$ cat config.mk
export PLATFORM = sky130hd
export DESIGN_NAME = qrsp_relax
export DESIGN_NICKNAME = d
export VERILOG_FILES = /design/src/hdl/qrsp_pkg.sv /design/src/hdl/qrsp_relax.sv
export SDC_FILE = /design/constraint.sdc
export NUM_CORES = 1
export LEC_CHECK = 0
export ABC_CLOCK_PERIOD_IN_PS = 4300
export BUFFER_PORTS_ARGS = -buffer_cell sky130_fd_sc_hd__buf_2
export CAP_MARGIN = 10
export CORE_UTILIZATION = 45
export DETAILED_ROUTE_END_ITERATION = 7
export PLACE_DENSITY_LB_ADDON = 0.08
export RECOVER_POWER = 100
export SYNTH_ARGS = -nofsm -noshare
export SYNTH_HDL_FRONTEND = slang
export SYNTH_SLANG_ARGS = --single-unit
export TNS_END_PERCENT = 100
$ cat constraint.sdc
create_clock -name vclk -period 4.3
set_input_delay 0.645 -clock vclk [all_inputs]
set_output_delay 0.645 -clock vclk [all_outputs]
set_load 0.03 [all_outputs]
$ cat src/hdl/qrsp_pkg.sv
`default_nettype none
package qrsp_pkg;

	// Default sizes of the node and arc stores
	localparam int QRSP_NODE_COUNT = 1024;
	localparam int QRSP_ARC_COUNT  = 4096;

	// Field widths
	localparam int MODE_W   = 2;
	localparam int NODE_W   = 10;
	localparam int COST_W   = 32;
	localparam int DIST_W   = 48;
	localparam int STATUS_W = 2;
	localparam int IN_W     = 56;
	localparam int OUT_W    = 64;

	localparam logic [DIST_W-1:0] DIST_INF = {DIST_W{1'b1}};

	// Request kinds
	typedef enum logic [MODE_W-1:0] {
		MODE_CLEAR = 2'd0,
		MODE_EDGE  = 2'd1,
		MODE_SOLVE = 2'd2,
		MODE_QUERY = 2'd3
	} mode_t;

	// Result status codes
	localparam logic [STATUS_W-1:0] ST_OK       = 2'd0;
	localparam logic [STATUS_W-1:0] ST_FULL     = 2'd1;
	localparam logic [STATUS_W-1:0] ST_BAD_NODE = 2'd2;

	// Per-node solve record
	typedef struct packed {
		logic [DIST_W-1:0] path_dist;
		logic [NODE_W-1:0] pred;
		logic              queued;
	} node_rec_t;

	localparam node_rec_t NODE_REC_INIT = '{path_dist: DIST_INF, pred: '0, queued: 1'b0};

	// Relaxation unit answer
	typedef struct packed {
		logic [DIST_W-1:0] sum;
		logic              better;
	} relax_t;

	typedef enum logic [4:0] {
		S_INIT, S_IDLE, S_GCLR,
		S_E1, S_E2, S_E3, S_E4,
		S_SCLR, S_SRC, S_POP, S_POPW, S_URD, S_ARC, S_ARCW, S_VRD,
		S_QRD, S_QW, S_RESP
	} st_t;

endpackage
`default_nettype wire

$ cat src/hdl/qrsp_relax.sv
`default_nettype none
module qrsp_relax (
	input  wire logic [qrsp_pkg::DIST_W-1:0] dist_u,
	input  wire logic [qrsp_pkg::COST_W-1:0] cost,
	input  wire logic [qrsp_pkg::DIST_W-1:0] dist_v,
	output qrsp_pkg::relax_t                 res
);
	import qrsp_pkg::*;

	logic [DIST_W:0] sum_w;

	// Saturating add, then strict compare against the target distance
	always_comb begin
		sum_w = {1'b0, dist_u} + {{(DIST_W+1-COST_W){1'b0}}, cost};
		if (sum_w >= {1'b0, DIST_INF}) begin
			res.sum = DIST_INF;
		end else begin
			res.sum = sum_w[DIST_W-1:0];
		end
		res.better = dist_v > res.sum;
	end

endmodule
`default_nettype wire

==> flow_summary.toml, run 1 <==
[route]
viasPerCell = 5.54
routed_wl_um = 14400
drtAntennaViolNets = 0
drtIter0Drc = 195
drt-pass1-iter-count = 5
wl_per_cell_um = 14.9
drc = 0
via_count = 5358

[worst_hold_path]
min_path_cells = 3
hold_path.class = "input port to primary output"

[timing]
drv_slew = 0
setup_ws_ns = -0.571
setup_viol = 1
slew_headroom = 0.751
rsz0062_at_grt = "yes"
post-route-period-util = 1.13
finalHoldViolations = 0
fin_crit_ns = 4.87
fmax_ghz = 0.205
worst_pin_slew_ns = 0.373

[yosys]
synth_top_area_cell = "ha_1"
synth_area_um2 = 3830
ys_top_cells_by_area = "ha_1 26%, a21oi_1 6.7%, xnor2_1 5.0%, a21o_1 4.5%, nor2_1 4.4%"
yosys_warnings = 0
syn_area_per_cell_um2 = 7.00
synth_seq_area_share = 0
synth_fp_nets = 757
synth_top_area_frac = 0.261
yosysUniqueCellTypes = 66
netlist_instances = 548

[global_route]
grt_pass1_wl_um = 22200
grt_max_degree = 14
grt_pass1_vias = 5161
antenna_found_initial = 0
overflow = 0
track_usage = 0.304

[layout]
final_common_cell = "buf_2"
finalInstanceArea_um2 = 6460
final_nets = 1073
area.growth.synth_to_final_pct = 68.6
n_antenna_cell = 0
numSequentialCells = 0
fillers = 599
drive_gt1_frac = 0.490
fin_util = 0.787
ff_latch_area_um2 = 0
num-clock-buffers = 0
most-common-layout-cells = "173 x buf_2, 148 x buf_4, 66 x ha_1"

[worst_setup_path]
start_kind = "input port"
worstSetupEndpointType = "primary output"
slowest_stage = "fa_2"
critPathMaxStageDelay_ns = 0.35
worstPathCellList = "buf_6 > ha_4 > inv_2 > fa_2 > nand2b_4 > a21oi_4 > o21ai_2 > o21ai_2 > buf_4 > buf_6 > nor2_1 > o21ai_1 > xnor2_1 > nor2_1 > ha_1 > nand4_1 > buf_4 > buf_4 > nor3_1 > nand2_1 > o41a_1 > buf_6"
crit_arrival_ns = 4.23
cp_max_fo = 3
crit_type = "input port to primary output"
required_ns = 3.65

[floorplanning]
num_rows = 33
die_width_um = 94.3
core-area_um2 = 8220
dieArea_um2 = 8890
die_height_um = 94.3
start_util = 0.467
io_pins = 177

[placement]
hpwl_um = 11700
dpl-instance-area_um2 = 5910
pre_cts_slack_ns = -0.677
io_buffers = 177
gp_congestion = 0.966

[power_and_ir_drop]
total_power_mw = 1.19
p_leak_nw = 3.36
power-per-cell-area_nw_per_um2 = 184
irDropWorstVdd_uv = 126

[flow_run]
maxCapViolations = 0

[run_status]
run_status = "finished with violations"
violations = "negative setup slack"
-- per-layer routing --
| metal | up-vias | GRT usage | wire (um) |
|---|---|---|---|
| li1 | 2645 | - | - |
| met1 | 2453 | 0.359 | 5880 |
| met2 | 220 | 0.591 | 7320 |
| met3 | 40 | 0.00971 | 822 |
| met4 | 0 | 0.0833 | 363 |
| met5 | - | 0 | 0 |
-- layout make-up --
type | count | area [um^2] | area share
well taps | 105 | 131 | 0.0203
multi-input cells | 491 | 3970 | 0.614
inverters | 35 | 131 | 0.0203
repair buffers | 336 | 2230 | 0.345
-- through the flow --
| step | setup TNS, ns | std cells | hold slack (ns) |
|---|---|---|---|
| 2_1_floorplan | -0.134 | 548 | 1.52 |
| 3_3_place_gp | -0.671 | 943 | 1.71 |
| 3_5_place_dp | -0.677 | 943 | 1.71 |
| 4_1_cts | -0.513 | 964 | 1.72 |
| 5_1_grt | -0.752 | 967 | 1.73 |
| 6_report | -0.571 | 967 | 1.72 |
-- cells in the mapped netlist, types with 11 or more instances --
library cell and n:
ha_1 80, a21oi_1 51, nor2_1 45, nand2_1 42, inv_1 35, o21ai_0 29, a21o_1 23, xnor2_1 22
nand4_1 18, buf_2 15, and2_1 13, o21a_1 13, nand3_1 12, nor2b_1 11, xor2_1 11
-- critical path: cells and delay by family --
| family | cells | cell delay [ns] |
|---|---|---|
| AO/OA/AOI/OAI | 5 | 0.99 |
| buffers and inverters | 7 | 0.84 |
| adder cells (fa/ha/maj) | 3 | 0.81 |
| AND/OR/NAND/NOR | 6 | 0.76 |
| XOR/XNOR | 1 | 0.20 |
-- worst paths after layout --
| check | startpoint | endpoint |
|---|---|---|
| max | cost[0] | res[0] |
| min | dist_u[46] | res[47] |
-- timing repair --
action / 4_1_cts / 5_1_grt
hold buffers: 0 / 0
gates cloned: 4 / 0
setup endpoints to repair: 1 / 1
buffers inserted: 17 / 3
pin swaps: 43 / 9
gates resized for setup: 43 / 19
-- logic make-up after synthesis --
family | after synthesis | synth area share
buf+inv | 57 | 0.0643
fa+ha+maj | 81 | 0.266
simple gates | 195 | 0.264
xor+xnor | 33 | 0.0754
compound gates | 177 | 0.316
mux | 5 | 0.0137
-- where the power goes --
part           leakage, nW  switching (mW)  internal [mW]
clock network            0               0              0
logic                 3.36           0.640          0.549
registers                0               0              0
total                 3.36           0.640          0.549
(Power assumes the default switching activity.)
==> inputs of run 2 (changes only) <==
--- a/config.mk
+++ b/config.mk
@@ -8,9 +8,11 @@
 export ABC_CLOCK_PERIOD_IN_PS = 4300
 export BUFFER_PORTS_ARGS = -buffer_cell sky130_fd_sc_hd__buf_2
 export CAP_MARGIN = 10
-export CORE_UTILIZATION = 45
+export CELL_PAD_IN_SITES_DETAIL_PLACEMENT = 0
+export CELL_PAD_IN_SITES_GLOBAL_PLACEMENT = 2
+export CORE_UTILIZATION = 23
 export DETAILED_ROUTE_END_ITERATION = 7
-export PLACE_DENSITY_LB_ADDON = 0.08
+export PLACE_DENSITY_LB_ADDON = 0.15
 export RECOVER_POWER = 100
 export SYNTH_ARGS = -nofsm -noshare
 export SYNTH_HDL_FRONTEND = slang
==> run 2 against run 1 <==
Against the previous run:
- the flow still finishes with violations (negative setup slack)
- fmax is 0.13% higher
- die area is 93% higher
- design area is 5.1% higher
- largest cell class unchanged
==> flow_summary.toml, run 2 (synthesized netlist as in run 1, its figures left out) <==
[route]
via_count = 5124
viasPerCell = 4.69
wl_per_cell_um = 14.7
drtIter0Drc = 174
routed_wl_um = 16100
drtAntennaViolNets = 0
drt-pass1-iter-count = 4
drc = 0

[floorplanning]
start_util = 0.239
die_width_um = 131
dieArea_um2 = 17200
core-area_um2 = 16100
io_pins = 177
num_rows = 46
die_height_um = 131

[layout]
ff_latch_area_um2 = 0
numSequentialCells = 0
finalInstanceArea_um2 = 6790
final_cells = 1093
area.growth.synth_to_final_pct = 77.1
final_nets = 1087
num-clock-buffers = 0
drive_gt1_frac = 0.508
most-common-layout-cells = "172 x buf_2, 165 x buf_4, 61 x ha_1"
final_common_cell = "buf_2"

[worst_setup_path]
worstSetupEndpointType = "primary output"
timing.critical_path.mode_cell = "nand4_1"
critPathMaxStageDelay_ns = 0.39
worstPathCellList = "buf_2 > ha_2 > nand4_1 > nor4_4 > buf_4 > nand2_1 > a21oi_2 > o31ai_4 > a21oi_4 > a31oi_2 > o21a_1 > ha_4 > nand4_1 > nor2_2 > nand2_2 > nor3_4 > o21ai_2 > o2111a_1 > o221ai_2 > o41a_1 > buf_6"
cp_max_fo = 7
crit_type = "input port to primary output"
start_kind = "input port"
slowest_stage = "ha_2"
required_ns = 3.65
crit_arrival_ns = 4.22

[timing]
worst_pin_slew_ns = 0.347
post-route-period-util = 1.13
slew_headroom = 0.766
drv_slew = 0
setup_viol = 1
setup_ws_ns = -0.564
whs_ns = 1.73
finalHoldViolations = 0
fin_crit_ns = 4.86
fmax_ghz = 0.206
rsz0062_at_grt = "yes"

[global_route]
grt_pass1_vias = 5160
antenna_found_initial = 1
grt_max_degree = 19
track_usage = 0.182
overflow = 0
grtUsageMet1 = 0.245
grt_use_met3 = 0.0100
use_met2 = 0.328
grt_busiest_layer = "met2"
grt_pass1_wl_um = 26000

[flow_run]
maxCapViolations = 0

[power_and_ir_drop]
p_leak_nw = 3.42
power-per-cell-area_nw_per_um2 = 180
irDropWorstVdd_uv = 99.9
total_power_mw = 1.22

[placement]
pre_cts_slack_ns = -0.738
placed_cells = 1074
gp_congestion = 0.901
dpl-instance-area_um2 = 6190
io_buffers = 177
hpwl_um = 14000

[run_status]
violations = "negative setup slack"
run_status = "finished with violations"

[worst_hold_path]
min_path_cells = 3
whs_endpoint = "res[48]"
hp-start = "dist_u[47]"
hold_path.class = "input port to primary output"

[clock_network]
hold_buffers = 0
==> run 2: cell types whose count changed in the layout (fill, tap and decap cells not counted), moves of 3 or more <==
cell / previous run / this run
o21ai_1: 9 / 6
ha_2: 3 / 6
buf_6: 8 / 5
a21oi_2: 10 / 7
ha_1: 66 / 61
buf_4: 148 / 165
==> run 2: repair_timing <==
action	in CTS	in global routing
gates resized for setup	22	53
pin swaps	25	31
setup endpoints to repair	1	1
buffers inserted	10	6
gates cloned	2	0
==> run 2: how the worst max path moves through the flow <==
stage / slack (ns) / cells past startpoint / to / start
6_report: -0.56 / 21 / res[0] / cost[26]
3_5_place_dp: -0.74 / 20 / res[0] / dist_u[19]
5_1_grt: -0.80 / 20 / res[0] / cost[12]
4_1_cts: -0.61 / 21 / res[0] / dist_u[15]
2_1_floorplan: -0.13 / 18 / res[0] / dist_u[19]
3_3_place_gp: -0.72 / 21 / res[0] / dist_u[15]
==> run 2: cell type report <==
class	count	area, um^2
tap	216	270
fill	1695	9270
antenna	1	2.50
multi-input combinational	491	4090
timing repair buffer	350	2290
inverter	35	131
==> run 2: worst max-delay path, delay by kind of cell <==
family,cells,cell delay (ns)
buffers and inverters,3,0.41
adders and majority gates,2,0.66
AOI/OAI and AO/OA,9,1.34
and+or+nand+nor,7,1.14
==> run 2: where the power goes <==
group	switching, mW	total (mW)	internal (mW)
clock network	0	0.0000000311	0.0000000311
logic	0.657	1.22	0.564
registers	0	0	0
==> run 2: metrics by stage <==
stage,utilization,setup TNS (ns)
2_1_floorplan,-,-0.134
3_3_place_gp,0.385,-0.722
3_5_place_dp,0.385,-0.738
4_1_cts,0.400,-0.610
5_1_grt,0.423,-0.805
6_report,0.423,-0.564
==> run 2: routing by layer <==
| metal | part of all wire | vias up |
|---|---|---|
| li1 | - | 2667 |
| met1 | 0.47 | 2328 |
| met2 | 0.48 | 119 |
| met3 | 0.033 | 10 |
| met4 | 0.011 | 0 |
| met5 | 0 | - |
==> inputs of run 3 (changes only) <==
--- a/config.mk
+++ b/config.mk
@@ -5,12 +5,12 @@
 export SDC_FILE = /design/constraint.sdc
 export NUM_CORES = 1
 export LEC_CHECK = 0
-export ABC_CLOCK_PERIOD_IN_PS = 4300
+export ABC_CLOCK_PERIOD_IN_PS = 6200
 export BUFFER_PORTS_ARGS = -buffer_cell sky130_fd_sc_hd__buf_2
 export CAP_MARGIN = 10
 export CELL_PAD_IN_SITES_DETAIL_PLACEMENT = 0
 export CELL_PAD_IN_SITES_GLOBAL_PLACEMENT = 2
-export CORE_UTILIZATION = 23
+export CORE_UTILIZATION = 28
 export DETAILED_ROUTE_END_ITERATION = 7
 export PLACE_DENSITY_LB_ADDON = 0.15
 export RECOVER_POWER = 100
==> constraint.sdc (replaced) <==
create_clock -name vclk -period 6.2
set_input_delay 0.93 -clock vclk [all_inputs]
set_output_delay 0.93 -clock vclk [all_outputs]
set_load 0.03 [all_outputs]
==> run 3 against run 2 <==
Against the previous run:
- the flow now finishes without violations
- critical path depth grew 2
- count of clock-buffer cells in the layout is the same
- total power shrank 47%
- global-route usage grew 0.34 points
- core utilization shrank 5.4 points
- largest cell class unchanged
- sequential share of layout area is the same
==> flow_summary.toml, run 3 (synthesized netlist as in run 1, its figures left out) <==
[worst_setup_path]
start_kind = "input port"
worstPathCellList = "buf_2 > ha_1 > inv_1 > fa_1 > nand2b_1 > a21oi_2 > o21ai_0 > o21ai_2 > o211ai_2 > a21oi_2 > buf_12 > or2_1 > inv_1 > ha_1 > nand4_1 > nor2_1 > nor4_1 > a221oi_2 > o21ai_0 > o2111a_1 > o221ai_1 > o41a_1 > buf_2"
crit_buf_inv = 5
crit_type = "input port to primary output"
crit_arrival_ns = 4.91
worstSetupEndpointType = "primary output"
critPathMaxStageDelay_ns = 0.39
cp.depth = 23
crit_family = "compound AO/OA/AOI/OAI gates"
slowest_stage = "fa_1"
cp_max_fo = 33
required_ns = 5.27

[timing]
fin_crit_ns = 5.84
drv_slew = 0
whs_ns = 2.29
post-route-period-util = 0.942
slew_headroom = 0.721
worst_pin_slew_ns = 0.413
tns_ns = 0
fmax_ghz = 0.171
finalHoldViolations = 0
setup_ws_ns = 0.362
setup_viol = 0

[route]
drt-pass1-iter-count = 4
via_count = 4507
drtAntennaViolNets = 0
routed_wl_um = 13600
drtIter0Drc = 210
wl_per_cell_um = 15.4
viasPerCell = 5.09
drc = 0

[floorplanning]
start_util = 0.288
core-area_um2 = 13300
dieArea_um2 = 14200
num_rows = 42
die_height_um = 119
io_pins = 177
die_width_um = 119

[power_and_ir_drop]
power-per-cell-area_nw_per_um2 = 131
p_leak_nw = 2.54
total_power_mw = 0.645
irDropWorstVdd_uv = 57.6

[global_route]
track_usage = 0.186
antenna_found_initial = 0
grt_pass1_vias = 4366
grt_busiest_layer = "met2"
overflow = 0
grt_pass1_wl_um = 21700
grt_use_met3 = 0.0110
use_met2 = 0.333
grtUsageMet1 = 0.255
grt_max_degree = 34

[placement]
pre_cts_slack_ns = 0.140
io_buffers = 177
gp_congestion = 0.858
dpl-instance-area_um2 = 4870
hpwl_um = 12300

[worst_hold_path]
hold_path.class = "input port to primary output"
min_path_cells = 4

[layout]
final_nets = 919
finalInstanceArea_um2 = 4910
numSequentialCells = 0
ff_latch_area_um2 = 0
most-common-layout-cells = "177 x buf_2, 80 x ha_1, 49 x a21oi_1"
area.growth.synth_to_final_pct = 28.0
drive_gt1_frac = 0.305
num-clock-buffers = 0
final_common_cell = "buf_2"

[run_status]
run_status = "finished, final reports clean"

[flow_run]
maxCapViolations = 0

[clock_network]
cts_setup_buffers = 0
[run 3: cell count changes in the layout (fill, tap and decap cells not counted), moves of 5 or more]
| cell | change |
|---|---|
| nor2_1 | +5 |
| buf_4 | -161 |
| a21oi_4 | -5 |
| ha_2 | -6 |
| ha_4 | -13 |
| o21ai_0 | +6 |
| buf_6 | -5 |
| nor2_2 | -5 |
| a21oi_1 | +8 |
| buf_2 | +5 |
| ha_1 | +19 |
[run 3: area by class of cell]
cell class	count	area, um^2
Tap cell	176	220
Timing Repair Buffer	182	936
Inverter	35	131
Antenna cell	1	2.50
Fill cell	1478	8390
Multi-Input combinational cell	491	3620
[run 3: tightest hold or removal path: stages]
cell	delay, ns
buf_2	0.12
o21ai_0	0.08
nand2_1	0.06
buf_2	0.17
[run 3: per-layer routing]
layer  wire (um)  up-vias
met1        6460     2058
li1            -     2332
met5           0        -
met4          43        0
met3         593        3
met2        6510      114
[run 3: what timing repair did]
item                                    in CTS  in global routing
resized for setup                            0                  7
hold buffers                                 0                  0
endpoints found under the setup margin       0                  1
[run 3: path summary, 6_finish.rpt]
path | from | end | slack (ns)
worst min-delay path | dist_u[36] | res[37] | 2.29
worst max-delay path | dist_u[0] | res[0] | 0.36
[run 3: where the power goes]
part | internal, mW | total (mW) | switching [mW] | leakage (nW)
registers | 0 | 0 | 0 | 0
logic | 0.247 | 0.645 | 0.398 | 2.54
clock network | 0.0000000216 | 0.0000000216 | 0 | 0.00000634
total | 0.247 | 0.645 | 0.398 | 2.54
[run 3: per-stage QoR]
step                utilization  cells
floorplan                     -    548
global placement          0.367    884
detailed placement        0.367    884
CTS                       0.367    884
global route              0.369    884
finish                    0.369    885
